--- src/hdl/ufbs_pkg.sv ---
// Shared types and constants for the UART fractional baud divider search.
// Used by the serial divider, the search sequencer and the top level.
package ufbs_pkg;

    // Serial divider geometry: dividend and quotient width, divisor and remainder width
    localparam int DIV_W  = 30;
    localparam int DIVR_W = 22;
    localparam int DIV_STEPS = DIV_W;

    localparam int FRAC_MAX_DEF = 15;

    localparam int BAUD_W  = 22;
    localparam int PCT_W   = 7;
    localparam int CLK_W   = 32;
    localparam int BASE_W  = CLK_W - 6;
    localparam int ERR_W   = 17;
    localparam int DVSR_W  = 16;
    localparam int FRAC_W  = 4;
    localparam int LIMIT_W = 23;
    localparam int CAND_W  = DIV_W + 1;

    localparam logic [ERR_W-1:0] NO_ERROR_YET = ERR_W'(100000);
    localparam int DIV_MIN   = 3;
    localparam int DIV_MAX   = 65535;
    localparam int LIMIT_DEN = 100;

    localparam int CFG_IDX_W = 4;
    localparam logic [CFG_IDX_W-1:0] CFG_IDX_CORE_CLOCK = CFG_IDX_W'(0);
    localparam logic [CFG_IDX_W-1:0] CFG_IDX_ERR_PCT    = CFG_IDX_W'(1);

    localparam logic [CLK_W-1:0] CORE_CLOCK_RST = CLK_W'(100000000);
    localparam logic [PCT_W-1:0] ERR_PCT_RST    = PCT_W'(3);

    typedef enum logic [3:0] {
        S_IDLE,
        S_LIMIT,
        S_LAUNCH,
        S_SCALE,
        S_DIVQ,
        S_CHECK,
        S_RATE,
        S_ADVANCE,
        S_FINISH
    } srch_state_t;

    typedef struct packed {
        logic              start;
        logic [DIV_W-1:0]  dividend;
        logic [DIVR_W-1:0] divisor;
    } div_req_t;

    typedef struct packed {
        logic              busy;
        logic              done;
        logic [DIV_W-1:0]  quotient;
        logic [DIVR_W-1:0] remainder;
    } div_rsp_t;

    typedef struct packed {
        logic              valid;
        logic              status;
        logic [DVSR_W-1:0] divisor;
        logic [FRAC_W-1:0] mul_value;
        logic [FRAC_W-1:0] add_value;
        logic [ERR_W-1:0]  rate_error;
    } srch_res_t;

endpackage

--- src/hdl/uart_fractional_baud_search.sv ---
// Top level of the UART fractional baud divider search: config registers,
// stream handshakes and result register. Depends on ufbs_pkg, ufbs_div, ufbs_search.
//
//  Channel  Direction  Ports                         Contents
//  s_       in         s_tvalid s_tready s_tdata     target_baud
//  m_       out        m_tvalid m_tready m_tdata     divisor, mul, add, error
//                      m_tuser                       status
//  cfg_     in         cfg_valid cfg_ready           cfg_index, cfg_data
//
// One item runs one limit divide, then two divides per multiplier/add pair and a third
// for a pair with an in-range divisor (up to (FRAC_MAX)*(FRAC_MAX+1) pairs); every divide
// goes through the shared bit-serial divider, which sets how long an item runs.
// An exact match ends the search early; a zero baud finishes after the limit divide.
// Reset is synchronous on aresetn; it restores the config registers to defaults.
// A finished result waits in the output register; the next item is taken
// meanwhile, and its search stalls at the end until that register frees up.
module uart_fractional_baud_search #(
    parameter int FRAC_MAX = ufbs_pkg::FRAC_MAX_DEF
) (
    input  logic        aclk,
    input  logic        aresetn,
    input  logic        s_tvalid,
    output logic        s_tready,
    input  logic [23:0] s_tdata,    // [21:0] target_baud, [23:22] zero
    output logic        m_tvalid,
    input  logic        m_tready,
    output logic [47:0] m_tdata,    // [15:0] divisor, [19:16] mul_value,
                                    // [23:20] add_value, [40:24] rate_error, [47:41] zero
    output logic        m_tuser,    // [0] status
    input  logic        cfg_valid,
    output logic        cfg_ready,
    input  logic [ufbs_pkg::CFG_IDX_W-1:0] cfg_index,
    input  logic [31:0] cfg_data
);
    import ufbs_pkg::*;

    logic [CLK_W-1:0]  core_clock_reg, core_clock_next;
    logic [PCT_W-1:0]  err_pct_reg, err_pct_next;
    logic              out_valid_reg, out_valid_next;
    srch_res_t         out_reg, out_next;

    logic              srch_idle;
    logic              res_ready;
    logic              in_xfer;
    srch_res_t         res;
    div_req_t          div_req;
    div_rsp_t          div_rsp;

    assign cfg_ready = 1'b1;
    assign s_tready  = srch_idle;
    assign in_xfer   = s_tvalid && s_tready;
    assign res_ready = !out_valid_reg || m_tready;

    always_comb begin
        core_clock_next = core_clock_reg;
        err_pct_next    = err_pct_reg;
        if (cfg_valid) begin
            case (cfg_index)
                CFG_IDX_CORE_CLOCK: core_clock_next = cfg_data;
                CFG_IDX_ERR_PCT:    err_pct_next    = cfg_data[PCT_W-1:0];
                default: ;
            endcase
        end
    end

    // Load a finished result on transfer; drop it once the sink takes it
    always_comb begin
        out_valid_next = out_valid_reg;
        out_next       = out_reg;
        if (res.valid && res_ready) begin
            out_valid_next = 1'b1;
            out_next       = res;
        end else if (m_tready) begin
            out_valid_next = 1'b0;
        end
    end

    always_ff @(posedge aclk) begin
        if (!aresetn) begin
            core_clock_reg <= CORE_CLOCK_RST;
            err_pct_reg    <= ERR_PCT_RST;
            out_valid_reg  <= 1'b0;
        end else begin
            core_clock_reg <= core_clock_next;
            err_pct_reg    <= err_pct_next;
            out_valid_reg  <= out_valid_next;
        end
    end

    always_ff @(posedge aclk) begin
        out_reg <= out_next;
    end

    ufbs_search #(
        .FRAC_MAX(FRAC_MAX)
    ) u_search (
        .aclk         (aclk),
        .aresetn      (aresetn),
        .start        (in_xfer),
        .target_baud  (s_tdata[BAUD_W-1:0]),
        .core_clock_hz(core_clock_reg),
        .err_percent  (err_pct_reg),
        .res_ready    (res_ready),
        .idle         (srch_idle),
        .res          (res),
        .div_req      (div_req),
        .div_rsp      (div_rsp)
    );

    ufbs_div u_div (
        .aclk   (aclk),
        .aresetn(aresetn),
        .req    (div_req),
        .rsp    (div_rsp)
    );

    assign m_tvalid = out_valid_reg;
    assign m_tuser  = out_reg.status;
    assign m_tdata  = {7'b0, out_reg.rate_error, out_reg.add_value,
                       out_reg.mul_value, out_reg.divisor};

endmodule

--- src/hdl/ufbs_div.sv ---
// Radix-2 restoring divider, one quotient bit per cycle.
// Depends on ufbs_pkg for widths and the request/response structs.
module ufbs_div (
    input  logic                aclk,
    input  logic                aresetn,
    input  ufbs_pkg::div_req_t  req,
    output ufbs_pkg::div_rsp_t  rsp
);
    import ufbs_pkg::*;

    localparam int CNT_W = $clog2(DIV_STEPS);

    logic              busy_reg, busy_next;
    logic              done_reg, done_next;
    logic [CNT_W-1:0]  cnt_reg, cnt_next;
    logic [DIV_W-1:0]  q_reg, q_next;
    logic [DIVR_W-1:0] rem_reg, rem_next;
    logic [DIVR_W-1:0] dvsr_reg, dvsr_next;

    logic [DIVR_W:0]   shifted;
    logic [DIVR_W:0]   trial;
    logic              fits;

    assign shifted = {rem_reg, q_reg[DIV_W-1]};
    assign trial   = shifted - {1'b0, dvsr_reg};
    assign fits    = shifted >= {1'b0, dvsr_reg};

    always_comb begin
        busy_next = busy_reg;
        done_next = 1'b0;
        cnt_next  = cnt_reg;
        q_next    = q_reg;
        rem_next  = rem_reg;
        dvsr_next = dvsr_reg;
        if (req.start && !busy_reg) begin
            busy_next = 1'b1;
            cnt_next  = '0;
            q_next    = req.dividend;
            rem_next  = '0;
            dvsr_next = req.divisor;
        end else if (busy_reg) begin
            rem_next = fits ? trial[DIVR_W-1:0] : shifted[DIVR_W-1:0];
            q_next   = {q_reg[DIV_W-2:0], fits};
            cnt_next = cnt_reg + CNT_W'(1);
            if (cnt_reg == CNT_W'(DIV_STEPS - 1)) begin
                busy_next = 1'b0;
                done_next = 1'b1;
            end
        end
    end

    always_ff @(posedge aclk) begin
        if (!aresetn) begin
            busy_reg <= 1'b0;
            done_reg <= 1'b0;
            cnt_reg  <= '0;
        end else begin
            busy_reg <= busy_next;
            done_reg <= done_next;
            cnt_reg  <= cnt_next;
        end
    end

    always_ff @(posedge aclk) begin
        q_reg    <= q_next;
        rem_reg  <= rem_next;
        dvsr_reg <= dvsr_next;
    end

    assign rsp.busy      = busy_reg;
    assign rsp.done      = done_reg;
    assign rsp.quotient  = q_reg;
    assign rsp.remainder = rem_reg;

endmodule

--- src/hdl/ufbs_search.sv ---
// Search sequencer: walks multiplier/add pairs and keeps the best divisor.
// Depends on ufbs_pkg; drives one shared ufbs_div through its request struct.
module ufbs_search #(
    parameter int FRAC_MAX = ufbs_pkg::FRAC_MAX_DEF
) (
    input  logic                              aclk,
    input  logic                              aresetn,
    input  logic                              start,
    input  logic [ufbs_pkg::BAUD_W-1:0]       target_baud,
    input  logic [ufbs_pkg::CLK_W-1:0]        core_clock_hz,
    input  logic [ufbs_pkg::PCT_W-1:0]        err_percent,
    input  logic                              res_ready,
    output logic                              idle,
    output ufbs_pkg::srch_res_t               res,
    output ufbs_pkg::div_req_t                div_req,
    input  ufbs_pkg::div_rsp_t                div_rsp
);
    import ufbs_pkg::*;

    srch_state_t        state_reg, state_next;
    logic [BAUD_W-1:0]  baud_reg, baud_next;
    logic [BASE_W-1:0]  base_reg, base_next;
    logic [LIMIT_W-1:0] limit_reg, limit_next;
    logic [FRAC_W-1:0]  m_reg, m_next;
    logic [FRAC_W-1:0]  a_reg, a_next;
    logic [DIV_W-1:0]   scaled_reg, scaled_next;
    logic [CAND_W-1:0]  divc_reg, divc_next;
    logic [ERR_W-1:0]   best_err_reg, best_err_next;
    logic [DVSR_W-1:0]  best_div_reg, best_div_next;
    logic [FRAC_W-1:0]  best_mul_reg, best_mul_next;
    logic [FRAC_W-1:0]  best_add_reg, best_add_next;

    logic [FRAC_W:0]    pair_sum;
    logic [DIV_W-1:0]   prod;
    logic               round_up;
    logic [CAND_W-1:0]  divc_calc;
    logic               cand_ok;
    logic [DIV_W-1:0]   baud_ext;
    logic [DIV_W-1:0]   err_calc;
    logic               err_better;
    logic               last_a, last_m;

    assign pair_sum   = (FRAC_W+1)'(m_reg) + (FRAC_W+1)'(a_reg);
    assign prod       = DIV_W'(base_reg) * DIV_W'(m_reg);
    assign round_up   = div_rsp.remainder > DIVR_W'(baud_reg[BAUD_W-1:1]);
    assign divc_calc  = CAND_W'(div_rsp.quotient) + CAND_W'(round_up);
    assign cand_ok    = (divc_reg >= CAND_W'(DIV_MIN)) && (divc_reg <= CAND_W'(DIV_MAX));
    assign baud_ext   = DIV_W'(baud_reg);
    assign err_calc   = (div_rsp.quotient <= baud_ext) ? (baud_ext - div_rsp.quotient)
                                                       : (div_rsp.quotient - baud_ext);
    assign err_better = err_calc < DIV_W'(best_err_reg);
    assign last_a     = a_reg == FRAC_W'(FRAC_MAX);
    assign last_m     = m_reg == FRAC_W'(FRAC_MAX);

    // Next state
    always_comb begin
        state_next = state_reg;
        case (state_reg)
            S_IDLE:    if (start) state_next = S_LIMIT;
            S_LIMIT:   if (div_rsp.done) begin
                state_next = (baud_reg == '0) ? S_FINISH : S_LAUNCH;
            end
            S_LAUNCH:  state_next = S_SCALE;
            S_SCALE:   if (div_rsp.done) state_next = S_DIVQ;
            S_DIVQ:    if (div_rsp.done) state_next = S_CHECK;
            S_CHECK:   state_next = cand_ok ? S_RATE : S_ADVANCE;
            S_RATE:    if (div_rsp.done) begin
                // stop the whole search at an exact match
                state_next = (err_better && err_calc == '0) ? S_FINISH : S_ADVANCE;
            end
            S_ADVANCE: state_next = (last_a && last_m) ? S_FINISH : S_LAUNCH;
            S_FINISH:  if (res_ready) state_next = S_IDLE;
            default:   state_next = S_IDLE;
        endcase
    end

    // Datapath and divider requests
    always_comb begin
        baud_next        = baud_reg;
        base_next        = base_reg;
        limit_next       = limit_reg;
        m_next           = m_reg;
        a_next           = a_reg;
        scaled_next      = scaled_reg;
        divc_next        = divc_reg;
        best_err_next    = best_err_reg;
        best_div_next    = best_div_reg;
        best_mul_next    = best_mul_reg;
        best_add_next    = best_add_reg;
        div_req.start    = 1'b0;
        div_req.dividend = '0;
        div_req.divisor  = '0;
        case (state_reg)
            S_IDLE: if (start) begin
                baud_next        = target_baud;
                base_next        = core_clock_hz[CLK_W-1:6];
                best_err_next    = NO_ERROR_YET;
                best_div_next    = '0;
                best_mul_next    = FRAC_W'(1);
                best_add_next    = '0;
                div_req.start    = 1'b1;
                div_req.dividend = DIV_W'((BAUD_W+PCT_W)'(target_baud)
                                          * (BAUD_W+PCT_W)'(err_percent));
                div_req.divisor  = DIVR_W'(LIMIT_DEN);
            end
            S_LIMIT: if (div_rsp.done) begin
                limit_next = div_rsp.quotient[LIMIT_W-1:0];
                m_next     = FRAC_W'(1);
                a_next     = '0;
            end
            S_LAUNCH: begin
                div_req.start    = 1'b1;
                div_req.dividend = prod;
                div_req.divisor  = DIVR_W'(pair_sum);
            end
            S_SCALE: if (div_rsp.done) begin
                scaled_next      = div_rsp.quotient;
                div_req.start    = 1'b1;
                div_req.dividend = div_rsp.quotient;
                div_req.divisor  = baud_reg;
            end
            S_DIVQ: if (div_rsp.done) begin
                divc_next = divc_calc;
            end
            S_CHECK: if (cand_ok) begin
                div_req.start    = 1'b1;
                div_req.dividend = scaled_reg;
                div_req.divisor  = DIVR_W'(divc_reg[DVSR_W-1:0]);
            end
            S_RATE: if (div_rsp.done && err_better) begin
                best_err_next = err_calc[ERR_W-1:0];
                best_div_next = divc_reg[DVSR_W-1:0];
                best_mul_next = m_reg;
                best_add_next = a_reg;
            end
            S_ADVANCE: begin
                if (last_a) begin
                    a_next = '0;
                    m_next = m_reg + FRAC_W'(1);
                end else begin
                    a_next = a_reg + FRAC_W'(1);
                end
            end
            S_FINISH: ;
            default: ;
        endcase
    end

    always_ff @(posedge aclk) begin
        if (!aresetn) begin
            state_reg <= S_IDLE;
        end else begin
            state_reg <= state_next;
        end
    end

    always_ff @(posedge aclk) begin
        baud_reg     <= baud_next;
        base_reg     <= base_next;
        limit_reg    <= limit_next;
        m_reg        <= m_next;
        a_reg        <= a_next;
        scaled_reg   <= scaled_next;
        divc_reg     <= divc_next;
        best_err_reg <= best_err_next;
        best_div_reg <= best_div_next;
        best_mul_reg <= best_mul_next;
        best_add_reg <= best_add_next;
    end

    assign idle           = state_reg == S_IDLE;
    assign res.valid      = state_reg == S_FINISH;
    assign res.status     = !(LIMIT_W'(best_err_reg) < limit_reg);
    assign res.divisor    = best_div_reg;
    assign res.mul_value  = best_mul_reg;
    assign res.add_value  = best_add_reg;
    assign res.rate_error = best_err_reg;

    a_div_free: assert property (@(posedge aclk) disable iff (!aresetn)
        div_req.start |-> !div_rsp.busy)
        else $error("divider started while busy");

    a_done_expected: assert property (@(posedge aclk) disable iff (!aresetn)
        div_rsp.done |-> (state_reg == S_LIMIT || state_reg == S_SCALE ||
                          state_reg == S_DIVQ || state_reg == S_RATE))
        else $error("divider result arrived with no state waiting for it");

    a_best_bound: assert property (@(posedge aclk) disable iff (!aresetn)
        (state_reg != S_IDLE) |-> (best_err_reg <= NO_ERROR_YET))
        else $error("best error above the no-candidate value");

    a_none_found: assert property (@(posedge aclk) disable iff (!aresetn)
        res.valid |-> ((res.divisor == '0) == (res.rate_error == NO_ERROR_YET)))
        else $error("divisor and error disagree on whether a candidate was found");

endmodule

--- config.mk ---
export PLATFORM = sky130hd
export DESIGN_NAME = uart_fractional_baud_search
export DESIGN_NICKNAME = d
export VERILOG_FILES = /design/src/hdl/ufbs_pkg.sv /design/src/hdl/uart_fractional_baud_search.sv /design/src/hdl/ufbs_div.sv /design/src/hdl/ufbs_search.sv
export SDC_FILE = /design/constraint.sdc
export NUM_CORES = 1
export LEC_CHECK = 0
export ABC_CLOCK_PERIOD_IN_PS = 13600
export BUFFER_PORTS_ARGS = -buffer_cell sky130_fd_sc_hd__buf_2
export CAP_MARGIN = 15
export CORE_MARGIN = 3
export CORE_UTILIZATION = 35
export DETAILED_ROUTE_END_ITERATION = 16
export PLACE_DENSITY_LB_ADDON = 0.25
export REMOVE_ABC_BUFFERS = 1
export SLEW_MARGIN = 20
export SYNTH_ARGS = -nofsm -noshare
export SYNTH_HDL_FRONTEND = slang
export SYNTH_SLANG_ARGS = --single-unit
--- constraint.sdc ---
create_clock -name aclk -period 13.6 [get_ports aclk]
set_input_delay 1.36 -clock aclk [delete_from_list [all_inputs] [get_ports aclk]]
set_output_delay 1.36 -clock aclk [all_outputs]
set_load 0.1 [all_outputs]
==> summary.md <==
| Metric | Value |
|---|---|
| Fin crit period | `7.24 ns` |
| CP startpoint | `u_div.q_reg[13]$_DFFE_PP_` |
| First-pass DRT Iterations | `7` |
| Worst Skew | `0.0328 ns` |
| Synth cell types | `108` |
| Slew margin rel. | `0.252` |
| Post-place setup slack | `about 6.4 ns` |
| Post_cts resized | `0` |
| Layout filler cell count | `7258` |
| Status | `complete, no violations` |
| Ys async rst share | `0` |
| # setup viols final | `0` |
| Clk sinks | `342` |
| Final Total Pwr | `between 5000 and 6000 uW` |
| Setup repair bufs after CTS | `0` |
| Max-capacitance violation count | `0` |
| Critical Path RT | `about 14 ns` |
| Worst path depth | `19` |
| Clk slew on worst S/H paths | `0.06 ns` |
| Vias | `~20000` |
| Critical-path cell list | `inv_1 > ha_1 > a21oi_1 > o21ai_0 > a22o_1 > nor4_2 > nor2_4 > o31a_1 > xnor2_1 > inv_1 > ha_1 > o21a_1 > o21a_1 > o2111ai_1 > a21oi_1 > a21boi_0 > or4b_4 > o31ai_4 > buf_4` |
| Final hold vios | `0` |
| Nets | `3136` |
| Critical path destination | `u_search.best_div_reg[12]$_SDFFCE_PP0P_` |
| Fin util | `0.392` |
| P&R area growth vs syn | `10.1%` |
| Cells after Synth | `approximately 2700` |
| Routed wire length per instance | `20.6 um` |
| Beginning of the worst register-to-register path | `u_div.q_reg[13]$_DFFE_PP_` |
| RePlAce Congestion | `0.901` |
| Avg Inst Size Synth | `9.88 um^2` |
| Crit path largest cell delay | `0.92 ns` |
| Post-Syn Area | `26200 um^2` |
| Maximum vdd drop | `107 uV` |
| DR iter-0 viols | `1565` |
| CTS root buf | `clkbuf_16` |
| Vias in the first global route | `20200` |
| Ys Warns | `0` |
| Antenna Nets Post-Route | `0` |
| Hold Path Class | `flip-flop to flip-flop` |
| Post-synth EDFFs | `275` |
| Hold Buf Count CTS | `0` |
| Reg2reg setup slack | `between 6 and 7 ns` |
| Setup_tns | `0 ns` |
| Reg2Reg Depth | `19` |
| Slew @ Worst Pin | `1.12 ns` |
| Nature of the critical path startpoint | `flip-flop` |
| RR Endpoint | `u_search.best_div_reg[12]$_SDFFCE_PP0P_` |
| Crit path max-delay family | `compound AO/OA/AOI/OAI gates` |
| Rows | `99` |
| Post-route DRC violation count | `0` |
| Top cell type's share of synthesized area | `0.316` |
| Most frequent cells in the layout | `320 x nand2_1, 295 x inv_1, 275 x edfxtp_1, 210 x ha_1, 151 x fa_1` |
| CP max FO | `about 40` |
| Largest net degree at the start of global routing | `73` |
| Clk_lat worst skew | `0.57 ns` |
| H-tree lvl count | `2` |
| Register bit total from synthesis | `342` |
| Highest clock rate | `between 100 and 150 MHz` |
| Ys flop type | `edfxtp_1` |
| Sequential area share after synthesis | `0.367` |
| Final Cycle Share | `0.532` |
| Die H | `279 um` |
| Post-DP HPWL | `58700 um` |
| Pwr Density | `187 nW/um^2` |
| CTS tree | `yes` |
| Area contributors post-synth | `edfxtp_1 32%, fa_1 12%, ha_1 10%` |
| First-pass GRT wire length | `119000 um` |
| GR Overflow Total | `0` |
| Setup WS post-layout | `6.36 ns` |
| Pins Over Slew Limit | `0` |
| Register Area | `9600 um^2` |
| Layout cells sized above 1 | `0.0872` |
| Commonest non-fill, non-tap cell in the layout | `nand2_1` |
| Antenna violations before repair | `2` |
| Core area | `73500 um^2` |
| RSZ-0062 raised after global routing | `no` |
| Max reg flops | `41` |
| Slowest CP cell | `nor4_2` |
| Static Leak | `0.0127 uW` |
| Area of the multi-input gates | `15000 um^2` |
| Final WL | `76100 um` |
| Vias/cell | `5.34` |
| Initial Utilization | `0.356` |
| Bufs and invs on worst path | `3` |
| Num ports | `117` |
| Total CTS buffers | `39` |
| Synth area leader | `edfxtp_1` |
| Longest Clk Path Bufs | `3` |
| Crit path capture type | `flip-flop` |
| Crit path arrival time | `7.44 ns` |
| GR Util All Layers | `0.194` |
| IO Port Bufs | `106` |
| Crit path kind | `flip-flop to flip-flop` |
| Post-Layout Cell Count | `3702` |
| Placed cells | `3626` |
| Total Die Area | `roughly 78000 um^2` |
| Horiz. Die Dim | `around 280 um` |
[stage by stage]
step / hold slack (ns) / area (um^2)
global route: 0.427 / 28800
global placement: 0.406 / 27500
finish: 0.415 / 28800
detailed placement: 0.405 / 27500
floorplan: 0.400 / 25600
CTS: 0.417 / 28800
[logic make-up (layout without fill, tap and decap cells)]
| logic type | Yosys count | count (layout) | share of synthesized area |
|---|---|---|---|
| and+or+nand+nor | 849 | 849 | 0.165 |
| AOI/OAI and AO/OA | 549 | 549 | 0.141 |
| buffers and inverters | 410 | 495 | 0.0641 |
| adders and majority gates | 361 | 361 | 0.216 |
| DFF | 342 | 342 | 0.367 |
| xor gates and xnor gates | 115 | 115 | 0.0388 |
| muxes | 22 | 22 | 0.00841 |
| other | 2 | 10 | 0.000287 |
[power breakdown]
| group | internal (uW) | switching [uW] |
|---|---|---|
| sequential | 1380 | 267 |
| clock | 610 | 433 |
| combinational | 993 | 1690 |
| total | 2980 | 2390 |
[worst register-to-register path, cell delays in order (launching register included)]
cell       delay (ns)
edfxtp_1         0.53
inv_1            0.35
ha_1             0.42
a21oi_1          0.26
o21ai_0          0.17
a22o_1           0.30
nor4_2           0.92
nor2_4           0.36
o31a_1           0.40
xnor2_1          0.34
inv_1            0.10
ha_1             0.30
o21a_1           0.19
o21a_1           0.17
o2111ai_1        0.23
a21oi_1          0.11
a21boi_0         0.24
or4b_4           0.67
o31ai_4          0.22
buf_4            0.56
[cell type report]
| type | instances | area share |
|---|---|---|
| Sequential cell | 342 | 0.333 |
| Antenna cell | 2 | 0.000174 |
| Clock buffer | 60 | 0.0391 |
| Multi-Input combinational cell | 1904 | 0.519 |
| Tap cell | 959 | 0.0416 |
| Clock inverter | 12 | 0.00425 |
| Timing Repair Buffer | 125 | 0.0239 |
| Inverter | 298 | 0.0388 |
[synth_stat cells (all sizes together), types with 8 or more instances]
master	instances
nor2	120
a221oi	12
fa	151
o21ai	120
nand3	37
nor2b	24
a31oi	18
a21o	70
o211ai	16
a211oi	14
edfxtp	275
nand4	34
and3	46
a22o	19
nand2b	20
o21bai	8
ha	210
a222oi	16
xnor2	77
o31ai	11
dfxtp	67
o22ai	9
a22oi	8
a21oi	137
and4	9
buf	34
clkbuf	78
o21a	31
or3	8
nor3	29
and2	148
xor2	38
nand2	322
nor4	21
inv	296
mux2i	22
[worst min path at each step]
stage | slack, ns | from | cells after the start | endpoint
floorplan | 0.40 | u_search.best_div_reg[0]$_SDFFCE_PP0P_ | 0 | m_tdata[0]$_DFFE_PP_
global placement | 0.41 | u_search.best_div_reg[11]$_SDFFCE_PP0P_ | 0 | m_tdata[11]$_DFFE_PP_
detailed placement | 0.40 | u_search.best_add_reg[3]$_SDFFCE_PP0P_ | 0 | m_tdata[23]$_DFFE_PP_
CTS | 0.42 | u_search.best_add_reg[3]$_SDFFCE_PP0P_ | 0 | m_tdata[23]$_DFFE_PP_
global route | 0.43 | u_search.best_div_reg[11]$_SDFFCE_PP0P_ | 0 | m_tdata[11]$_DFFE_PP_
finish | 0.41 | u_search.best_add_reg[3]$_SDFFCE_PP0P_ | 0 | m_tdata[23]$_DFFE_PP_
[routing by layer]
metal	track usage	share of wire	up-vias
met5	0	0	-
met1	0.261	0.45	9809
met2	0.325	0.47	533
li1	-	-	9336
met3	0.0263	0.052	97
met4	0.0647	0.031	0
(Power assumes the default switching activity.)
